[src/rtl/esd_pkg.sv]
`default_nettype none

package esd_pkg;

  localparam int unsigned BYTE_W  = 8;
  localparam int unsigned KIND_W  = 2;
  localparam int unsigned PHASE_W = 3;
  localparam int unsigned CFG_IDX_W = 2;

  localparam logic [KIND_W-1:0] KIND_NONE = 2'd0;
  localparam logic [KIND_W-1:0] KIND_BODY = 2'd1;
  localparam logic [KIND_W-1:0] KIND_DONE = 2'd2;

  localparam logic [CFG_IDX_W-1:0] CFG_SYNC   = 2'd0;
  localparam logic [CFG_IDX_W-1:0] CFG_ESCAPE = 2'd1;

  localparam logic [BYTE_W-1:0] SYNC_RESET   = 8'd255;
  localparam logic [BYTE_W-1:0] ESCAPE_RESET = 8'd253;

  typedef struct packed {
    logic [KIND_W-1:0] kind;
    logic [BYTE_W-1:0] data;
    logic [BYTE_W-1:0] index;
    logic [BYTE_W-1:0] command;
    logic [BYTE_W-1:0] length;
    logic [BYTE_W-1:0] checksum;
    logic              in_progress;
  } esd_result_t;

  typedef struct packed {
    logic                 we;
    logic [CFG_IDX_W-1:0] index;
    logic [BYTE_W-1:0]    wdata;
  } esd_cfg_t;

endpackage

`default_nettype wire

[src/rtl/esd_decode.sv]
`default_nettype none

module esd_decode import esd_pkg::*; (
  input  wire logic        clk,
  input  wire logic        rst_n,
  input  wire esd_cfg_t    cfg,
  input  wire logic        push,
  input  wire logic [BYTE_W-1:0] rx_byte,
  input  wire logic        q_full,
  output logic             q_push,
  output esd_result_t      q_data
);

  localparam logic [PHASE_W-1:0] PH_IDLE = 3'd0;
  localparam logic [PHASE_W-1:0] PH_CMD  = 3'd1;
  localparam logic [PHASE_W-1:0] PH_LEN  = 3'd2;
  localparam logic [PHASE_W-1:0] PH_BODY = 3'd3;
  localparam logic [PHASE_W-1:0] PH_SUM  = 3'd4;

  logic [BYTE_W-1:0]  sync_r, escape_r;
  logic [PHASE_W-1:0] phase_r, phase_nxt;
  logic               esc_pend_r, esc_pend_nxt;
  logic [BYTE_W-1:0]  cmd_r, cmd_nxt;
  logic [BYTE_W-1:0]  len_r, len_nxt;
  logic [BYTE_W-1:0]  cnt_r, cnt_nxt;
  logic [BYTE_W-1:0]  cnt_inc;
  logic [BYTE_W-1:0]  ub;
  logic               accept;

  assign accept  = push && !q_full;
  assign q_push  = accept;
  assign cnt_inc = cnt_r + 8'd1;
  assign ub      = esc_pend_r ? (rx_byte + 8'd1) : rx_byte;

  always_comb begin
    phase_nxt    = phase_r;
    esc_pend_nxt = esc_pend_r;
    cmd_nxt      = cmd_r;
    len_nxt      = len_r;
    cnt_nxt      = cnt_r;
    q_data       = '0;
    unique case (phase_r)
      PH_CMD, PH_LEN, PH_BODY, PH_SUM: begin
        if (rx_byte == escape_r) begin
          esc_pend_nxt = 1'b1;
        end else begin
          esc_pend_nxt = 1'b0;
          unique case (phase_r)
            PH_CMD: begin
              cmd_nxt   = ub;
              phase_nxt = PH_LEN;
            end
            PH_LEN: begin
              len_nxt   = ub;
              cnt_nxt   = '0;
              phase_nxt = (ub == '0) ? PH_SUM : PH_BODY;
            end
            PH_BODY: begin
              q_data.kind  = KIND_BODY;
              q_data.data  = ub;
              q_data.index = cnt_r;
              cnt_nxt      = cnt_inc;
              if (cnt_inc == len_r) begin
                phase_nxt = PH_SUM;
              end
            end
            default: begin
              q_data.kind     = KIND_DONE;
              q_data.checksum = ub;
              phase_nxt       = PH_IDLE;
            end
          endcase
        end
      end
      default: begin
        phase_nxt = PH_IDLE;
        if (rx_byte == sync_r) begin
          phase_nxt = PH_CMD;
          cmd_nxt   = '0;
          len_nxt   = '0;
          cnt_nxt   = '0;
        end
      end
    endcase
    q_data.command     = cmd_nxt;
    q_data.length      = len_nxt;
    q_data.in_progress = (phase_nxt != PH_IDLE);
  end

  always_ff @(posedge clk) begin
    if (!rst_n) begin
      sync_r     <= SYNC_RESET;
      escape_r   <= ESCAPE_RESET;
      phase_r    <= PH_IDLE;
      esc_pend_r <= 1'b0;
      cmd_r      <= '0;
      len_r      <= '0;
      cnt_r      <= '0;
    end else begin
      if (cfg.we && cfg.index == CFG_SYNC) begin
        sync_r <= cfg.wdata;
      end
      if (cfg.we && cfg.index == CFG_ESCAPE) begin
        escape_r <= cfg.wdata;
      end
      if (accept) begin
        phase_r    <= phase_nxt;
        esc_pend_r <= esc_pend_nxt;
        cmd_r      <= cmd_nxt;
        len_r      <= len_nxt;
        cnt_r      <= cnt_nxt;
      end
    end
  end

  a_phase_legal: assert property (@(posedge clk) disable iff (!rst_n)
    phase_r == PH_IDLE || phase_r == PH_CMD || phase_r == PH_LEN ||
    phase_r == PH_BODY || phase_r == PH_SUM)
    else $error("phase out of range");

  a_done_closes: assert property (@(posedge clk) disable iff (!rst_n)
    (q_push && q_data.kind == KIND_DONE) |=> (phase_r == PH_IDLE && !esc_pend_r))
    else $error("packet completion did not return to idle");

  a_body_open: assert property (@(posedge clk) disable iff (!rst_n)
    (q_push && q_data.kind == KIND_BODY) |-> q_data.in_progress)
    else $error("body byte outside a packet");

endmodule

`default_nettype wire

[src/rtl/esd_queue.sv]
`default_nettype none

module esd_queue import esd_pkg::*; (
  input  wire logic        clk,
  input  wire logic        rst_n,
  input  wire logic        push,
  input  wire esd_result_t push_data,
  output logic             full,
  input  wire logic        pop,
  output logic             empty,
  output esd_result_t      head
);

  esd_result_t head_r, head_nxt;
  esd_result_t spare_r, spare_nxt;
  logic        head_v_r, head_v_nxt;
  logic        spare_v_r, spare_v_nxt;
  logic        push_ok, pop_ok;

  assign full    = spare_v_r;
  assign empty   = !head_v_r;
  assign head    = head_r;
  assign push_ok = push && !spare_v_r;
  assign pop_ok  = pop && head_v_r;

  always_comb begin
    head_nxt    = head_r;
    spare_nxt   = spare_r;
    head_v_nxt  = head_v_r;
    spare_v_nxt = spare_v_r;
    if (pop_ok) begin
      if (spare_v_r) begin
        head_nxt    = spare_r;
        spare_v_nxt = 1'b0;
      end else begin
        head_nxt   = push_data;
        head_v_nxt = push_ok;
      end
    end else if (!head_v_r) begin
      head_nxt   = push_data;
      head_v_nxt = push_ok;
    end else if (push_ok) begin
      spare_nxt   = push_data;
      spare_v_nxt = 1'b1;
    end
  end

  always_ff @(posedge clk) begin
    head_r  <= head_nxt;
    spare_r <= spare_nxt;
    if (!rst_n) begin
      head_v_r  <= 1'b0;
      spare_v_r <= 1'b0;
    end else begin
      head_v_r  <= head_v_nxt;
      spare_v_r <= spare_v_nxt;
    end
  end

  a_spare_needs_head: assert property (@(posedge clk) disable iff (!rst_n)
    spare_v_r |-> head_v_r)
    else $error("spare entry without head entry");

  a_push_lands: assert property (@(posedge clk) disable iff (!rst_n)
    (push_ok && !head_v_r) |=> (head_v_r && head_r == $past(push_data)))
    else $error("push into empty queue lost");

  a_pop_last_empties: assert property (@(posedge clk) disable iff (!rst_n)
    (pop_ok && !spare_v_r && !push_ok) |=> !head_v_r)
    else $error("queue not empty after last pop");

endmodule

`default_nettype wire

[src/rtl/escaped_serial_packet_deframer.sv]
// An accepted request's result is registered in the result queue; the head entry drives the out_ ports.
// Throughput: one request per cycle while full is low; a two-entry result queue lets input continue
// for one more request while pop is held low.
// Reset (rst_n low, synchronous): sync 255, escape 253, waiting for sync,
// escape flag and packet stores cleared, result queue empty.
`default_nettype none

module escaped_serial_packet_deframer import esd_pkg::*; (
  input  wire logic                 clk,
  input  wire logic                 rst_n,
  input  wire logic                 cfg_we,
  input  wire logic [CFG_IDX_W-1:0] cfg_index,
  input  wire logic [BYTE_W-1:0]    cfg_wdata,
  input  wire logic                 push,
  output logic                      full,
  input  wire logic [BYTE_W-1:0]    in_rx_byte,
  output logic                      empty,
  input  wire logic                 pop,
  output logic [KIND_W-1:0]         out_result_kind,
  output logic [BYTE_W-1:0]         out_data_byte,
  output logic [BYTE_W-1:0]         out_byte_index,
  output logic [BYTE_W-1:0]         out_packet_command,
  output logic [BYTE_W-1:0]         out_packet_length,
  output logic [BYTE_W-1:0]         out_packet_checksum,
  output logic                      out_in_progress
);

  esd_cfg_t    cfg;
  esd_result_t q_data;
  esd_result_t head;
  logic        q_push;

  assign cfg.we    = cfg_we;
  assign cfg.index = cfg_index;
  assign cfg.wdata = cfg_wdata;

  esd_decode u_decode (
    .clk     (clk),
    .rst_n   (rst_n),
    .cfg     (cfg),
    .push    (push),
    .rx_byte (in_rx_byte),
    .q_full  (full),
    .q_push  (q_push),
    .q_data  (q_data)
  );

  esd_queue u_queue (
    .clk       (clk),
    .rst_n     (rst_n),
    .push      (q_push),
    .push_data (q_data),
    .full      (full),
    .pop       (pop),
    .empty     (empty),
    .head      (head)
  );

  assign out_result_kind     = head.kind;
  assign out_data_byte       = head.data;
  assign out_byte_index      = head.index;
  assign out_packet_command  = head.command;
  assign out_packet_length   = head.length;
  assign out_packet_checksum = head.checksum;
  assign out_in_progress     = head.in_progress;

endmodule

`default_nettype wire
[config.mk]
export PLATFORM = sky130hd
export DESIGN_NAME = escaped_serial_packet_deframer
export DESIGN_NICKNAME = d
export VERILOG_FILES = /design/src/rtl/esd_pkg.sv /design/src/rtl/esd_decode.sv /design/src/rtl/esd_queue.sv /design/src/rtl/escaped_serial_packet_deframer.sv
export SDC_FILE = /design/constraint.sdc
export NUM_CORES = 1
export LEC_CHECK = 0
export ABC_AREA = 1
export BUFFER_PORTS_ARGS = -buffer_cell sky130_fd_sc_hd__buf_2
export CORE_ASPECT_RATIO = 1.75
export CORE_MARGIN = 2
export CORE_UTILIZATION = 39
export CTS_BUF_LIST = sky130_fd_sc_hd__clkbuf_8
export DETAILED_ROUTE_END_ITERATION = 10
export HOLD_SLACK_MARGIN = 0.06
export PLACE_DENSITY_LB_ADDON = 0.12
export SKIP_CTS_REPAIR_TIMING = 1
export SLEW_MARGIN = 25
export SYNTH_ARGS = -nofsm -noshare
export SYNTH_HDL_FRONTEND = slang
export SYNTH_HIERARCHICAL = 1
export SYNTH_SLANG_ARGS = --single-unit
[constraint.sdc]
create_clock -name clk -period 4.3 [get_ports clk]
set_input_delay 0.215 -clock clk [delete_from_list [all_inputs] [get_ports clk]]
set_output_delay 0.215 -clock clk [all_outputs]
set_load 0.005 [all_outputs]
=== Yosys cells after proc, flatten, opt, wreduce, memory -nomap -nowiden ===
Index checks and enable logic that the tools add are counted.
W data, S select, Z words.

* Register bits after elaboration: 132
* Input bits: 23
* Output and inout bits: 45
* Logic and storage cells: 91

* $add $sub $neg: 2
* Equal/unequal tests: 12
* Muxes and demuxes: 33
* Bitwise logic cells: 2
* Reduce and logical (&&, ||, !) cells: 19

{| class="wikitable"
|+ Operators with widths
! operator !! count
|-
| $mux W43 || 3
|-
| $mux W8 || 15
|-
| $mux W18 || 2
|-
| $eq A8 B8 Y1 || 3
|-
| $add A8 B1 Y8 const B || 2
|-
| $mux W16 || 1
|-
| $pmux W8 S2 || 1
|-
| $mux W3 || 4
|-
| $pmux W3 S3 || 1
|-
| $logic_not A8 Y1 || 1
|-
| $eq A3 B2 Y1 const B || 2
|-
| $ne A2 B2 Y1 const B || 3
|-
| $logic_and A1 B1 Y1 || 5
|-
| $mux W1 || 5
|-
| $pmux W2 S2 || 1
|-
| $reduce_and A2 Y1 || 2
|-
| $reduce_and A4 Y1 || 1
|-
| $reduce_or A2 Y1 || 2
|-
| $reduce_or A4 Y1 || 1
|-
| $eq A3 B1 Y1 const B || 1
|-
| $eq A3 B3 Y1 const B || 1
|-
| $ne A3 B1 Y1 const B || 1
|-
| $reduce_and A3 Y1 || 1
|-
| $reduce_bool A3 Y1 || 1
|-
| 6 further kinds || 8
|}

=== Depth between registers and ports, before layout ===
* Depth after elaboration: 10
* Mapped depth: 16
* Depth with buffers taken out: 16

=== Cells and area by module ===
The synthesis kept the hierarchy.

{| class="wikitable"
|+ Modules (own cells, without submodules)
! module !! times used !! cells an instance !! area each (sq um) !! seq. area each (sq um)
|-
| esd_queue || 1 || 239 || 3,235.6 || 2,622.5
|-
| esd_decode || 1 || 517 || 3,175.5 || 880.8
|}

=== Worst setup path before layout ===
OpenSTA, ideal clock, no wires.

* Kind: register to register
* Start: reg u_queue.head_v_r
* End: reg u_queue/spare_r[0] (netlist name), enable pin
* Setup time: 0.443 ns
* Data arrival time: 3.309 ns
* Path slack: 0.548 ns
* Cell stages (with the launch flop): 3
* Path buffers: 0
* Clock period less this slack: 3.752 ns
* Cells stage by stage: dfxtp_1 nand2_1 nor2_1

* Cells in the longest elaborated chain, start to end: 3

{| class="wikitable"
|+ RTL lines
! item !! RTL line !! source
|-
| from (decl) || esd_queue.sv:16 || <nowiki>logic head_v_r, head_v_nxt;</nowiki>
|-
| from (signal assigned) || esd_queue.sv:55 || <nowiki>head_v_r <= head_v_nxt;</nowiki>
|-
| $logic_and A1 B1 Y1 || esd_queue.sv:24 || <nowiki>assign pop_ok = pop && head_v_r;</nowiki>
|-
| $not A1 Y1 (no source line) || - ||
|-
| $reduce_and A3 Y1 (no source line) (*) || - ||
|-
| to (signal assigned) || esd_queue.sv:50 || <nowiki>spare_r <= spare_nxt;</nowiki>
|-
| to (decl) || esd_queue.sv:15 || <nowiki>esd_result_t spare_r, spare_nxt;</nowiki>
|}

Every way passes the cells marked *; elsewhere a longest branch is shown, timed or not.
A chain may end at the register's enable or synchronous reset.

==> results_dict.tcl <==
set metrics [dict create \
    cts_tree "done" \
    synth_edf_count 86 \
    synthesis.area_sq_mm 0.00641 \
    clock_path_buffers 2 \
    portBuffers 67 \
    run_status "completed" \
    grtUsageTotal_pct 18.6 \
    routed_wire_length_per_instance_microns 15.0 \
    asyncSetResetFlopFracSynth_pct 0 \
    end_kind "flop" \
    ir_drop_mv 0.214 \
    gp_routability_congestion 0.959 \
    worst-endpoint-required_ns 4.48 \
    synthToLayoutAreaGrowth_pct 13.5 \
    fin_nets 854 \
    hold_path.class "in -> reg" \
    start_util_pct 39.4 \
    yosys_warnings 6 \
    grt_first_pass_wirelength_microns 25200 \
    drive_gt1_share_pct 16.7 \
    detail_route.vias_per_cell 4.86 \
    rsz0062_at_grt "no" \
    boundaryPins 68 \
    worstMarginPinSlew_ns 0.633 \
    drc 0 \
    dp.final_hpwl_microns 11200 \
    final-hold-violation-count 0 \
    synth_sequential_area_ratio_pct 54.6 \
    finalCriticalPeriod_ns 2.36 \
    worstSetupPathType "reg -> reg" \
    layout.area.seq_sq_mm 0.00350 \
    cp_data_arrival_time_ns 2.54 \
    timing.clock.skew_ns 0.0138 \
    dr.pass1.iters 4 \
    clock-sinks 132 \
    tritoncts_buffers 17 \
    maxClockFrequency_mhz 425 \
    synthTopCellsByArea "edfxtp_1 40%, nand2_1 15%, dfxtp_1 14%" \
    globalRouteOverflowTotal 0 \
    synth.most_common_cell "nand2_1" \
    final_max_tran_viols 0 \
    drt-total-wl_microns 15500 \
    synthDominantCellAreaShare_pct 40.3 \
    layout.filler_cells 1656 \
    htree_depth 4 \
    maxCapViolCount 0 \
    post-place-cells 994 \
    fin_setup_tns_ns 0 \
    timing.final.setup_violations 0 \
    antennaDiodeCount 0 \
    multi_input_area_sq_mm 0.00238 \
    vias_in_the_first_global_route 4948 \
    clock_tree_root "clkbuf_8" \
    synthesized_netlist_cell_count 756 \
    slew_headroom_pct 57.8 \
    dr_total_vias 5026 \
    synthDominantAreaCellType "edfxtp_1" \
    design.core.area_sq_mm 0.0163 \
    flops_latches_synth 132 \
    power.density_mw_per_mm2 398 \
    synth_flop_cell "edfxtp_1" \
    die_area_sq_mm 0.0175 \
    timing.final.crit_share_pct 54.8 \
    yosys.cell_types.count 36 \
    netlist_top_cells_count "262 x nand2_1, 86 x edfxtp_1, 76 x inv_1" \
    detail-route-antenna-nets 0 \
    timing.critical_path.fanout_max 6 \
    syn_avg_cell_area_sq_um 8.48 \
    clk_latency_ns 0.44 \
    floorplan.die.height_microns 174 \
    die-width_microns 101 \
    grt_start_max_net_pins 46 \
    fp-row-count 62 \
    mappedNetlistNets 781 \
    first_iter_violations 335 \
    clk_pin_slew_worst_paths_ns 0.09 \
    number_of_cells_in_the_finished_layout_apart_from_fillers 1034 \
    number_of_antenna_violations_at_the_first_check_in_global_routing 0 \
    leakagePower_nw 3.43 \
    start_kind "flop" \
]
-- per-layer routing --
metal	share of wire (%)	vias to the layer above	global-route usage, %
li1	-	2580	-
met5	0	-	0
met4	2.9	0	6.59
met3	3.8	22	4.07
met2	55	127	33.8
met1	39	2297	20.8
-- placed cells by master, fill, tap and decap left out, types with 2 or more instances in the layout --
cell type / netlist / layout
nand2_2: 2 / 3
ha_1: 2 / 2
o21bai_1: 2 / 2
o21ai_1: 9 / 9
o21ai_2: 4 / 4
buf_4: 3 / 4
nor2_4: 1 / 2
nand2_4: 2 / 2
clkinv_2: 1 / 2
dfxtp_1: 46 / 46
nor3_2: 4 / 4
inv_1: 76 / 77
xnor2_1: 8 / 8
clkbuf_8: 2 / 17
a21oi_2: 2 / 2
a21oi_1: 28 / 28
nor3_1: 3 / 3
o21ai_0: 24 / 24
inv_2: 9 / 9
nor2_2: 7 / 8
xor2_1: 9 / 9
nand3_2: 3 / 3
nand3_1: 64 / 64
nand4_1: 6 / 6
nand2_1: 262 / 261
dlygate4sd3_1: 0 / 8
nor2_1: 62 / 60
clkinv_4: 0 / 2
clkinv_1: 1 / 3
clkinvlp_4: 0 / 3
inv_6: 0 / 5
edfxtp_1: 86 / 86
o211ai_1: 4 / 4
buf_2: 5 / 67
-- logic make-up after synthesis --
kind of cell / after synthesis / synth area share [%]
adder cells (fa/ha/maj): 2 / 0.390
AND/OR/NAND/NOR: 418 / 27.6
AO/OA/AOI/OAI: 74 / 6.54
XOR/XNOR: 17 / 2.32
buffers and inverters: 113 / 8.47
flip-flops: 132 / 54.6
-- registers in the layout (all words and copies together), names as in the netlist, 3 cells and up --
register	count
u_decode/len_r	8
u_decode/cmd_r	8
u_decode/escape_r	8
u_decode/phase_r	3
u_queue/spare_r	43
u_decode/cnt_r	8
u_decode/sync_r	8
u_queue/head	43
-- final timing paths --
check	from	to	slack (ns)	cells after the start
worst max-delay path	u_decode/cnt_r[0]	u_queue/head[0]	1.94	14
worst min-delay path	pop	u_queue/full	0.16	4
worst max register to register	u_decode/cnt_r[0]	u_queue/head[0]	1.94	14
worst min register to register	u_decode/sync_r[2]	u_decode/sync_r[2]	0.48	2
-- report_power, final --
group          internal [mW]  total [mW]  switching [mW]
clock                  0.460       0.977           0.518
combinational          0.148       0.420           0.272
sequential              1.46        1.50          0.0450
total                   2.06        2.90           0.835
-- worst max-delay path: stages (launching register included) --
cell	delay (ns)
dfxtp_1	0.46
ha_1	0.21
nand2_1	0.12
nor2_1	0.24
nand3_1	0.15
nand3_1	0.11
nand2_1	0.07
nor2_1	0.15
nand3_1	0.09
nand2_1	0.08
nand2_1	0.07
a21oi_1	0.13
nand3_1	0.10
nand2_1	0.08
nand2_1	0.06
-- through the flow --
stage	hold WS (ns)	setup slack, ns	power [mW]	utilization [%]	instance area, sq um
after floorplan	0.313	0.548	1.80	-	6410
after global placement	0.428	1.90	1.94	41.8	6810
after detailed placement	0.435	1.94	1.95	42.0	6830
after CTS	-0.0373	1.97	2.94	44.2	7200
after global routing	0.172	1.70	3.06	44.7	7280
final	0.155	1.94	2.90	44.7	7280
-- final cells by class --
| type | instances | area share [%] |
|---|---|---|
| flip-flops and latches | 132 | 48.1 |
| clock buffers | 17 | 3.21 |
| well taps | 192 | 3.30 |
| clock inverters | 15 | 1.79 |
| inverters | 87 | 4.50 |
| repair buffers | 80 | 6.40 |
| multi-input cells | 511 | 32.7 |
Note: power is estimated with default switching activity, not from simulation.
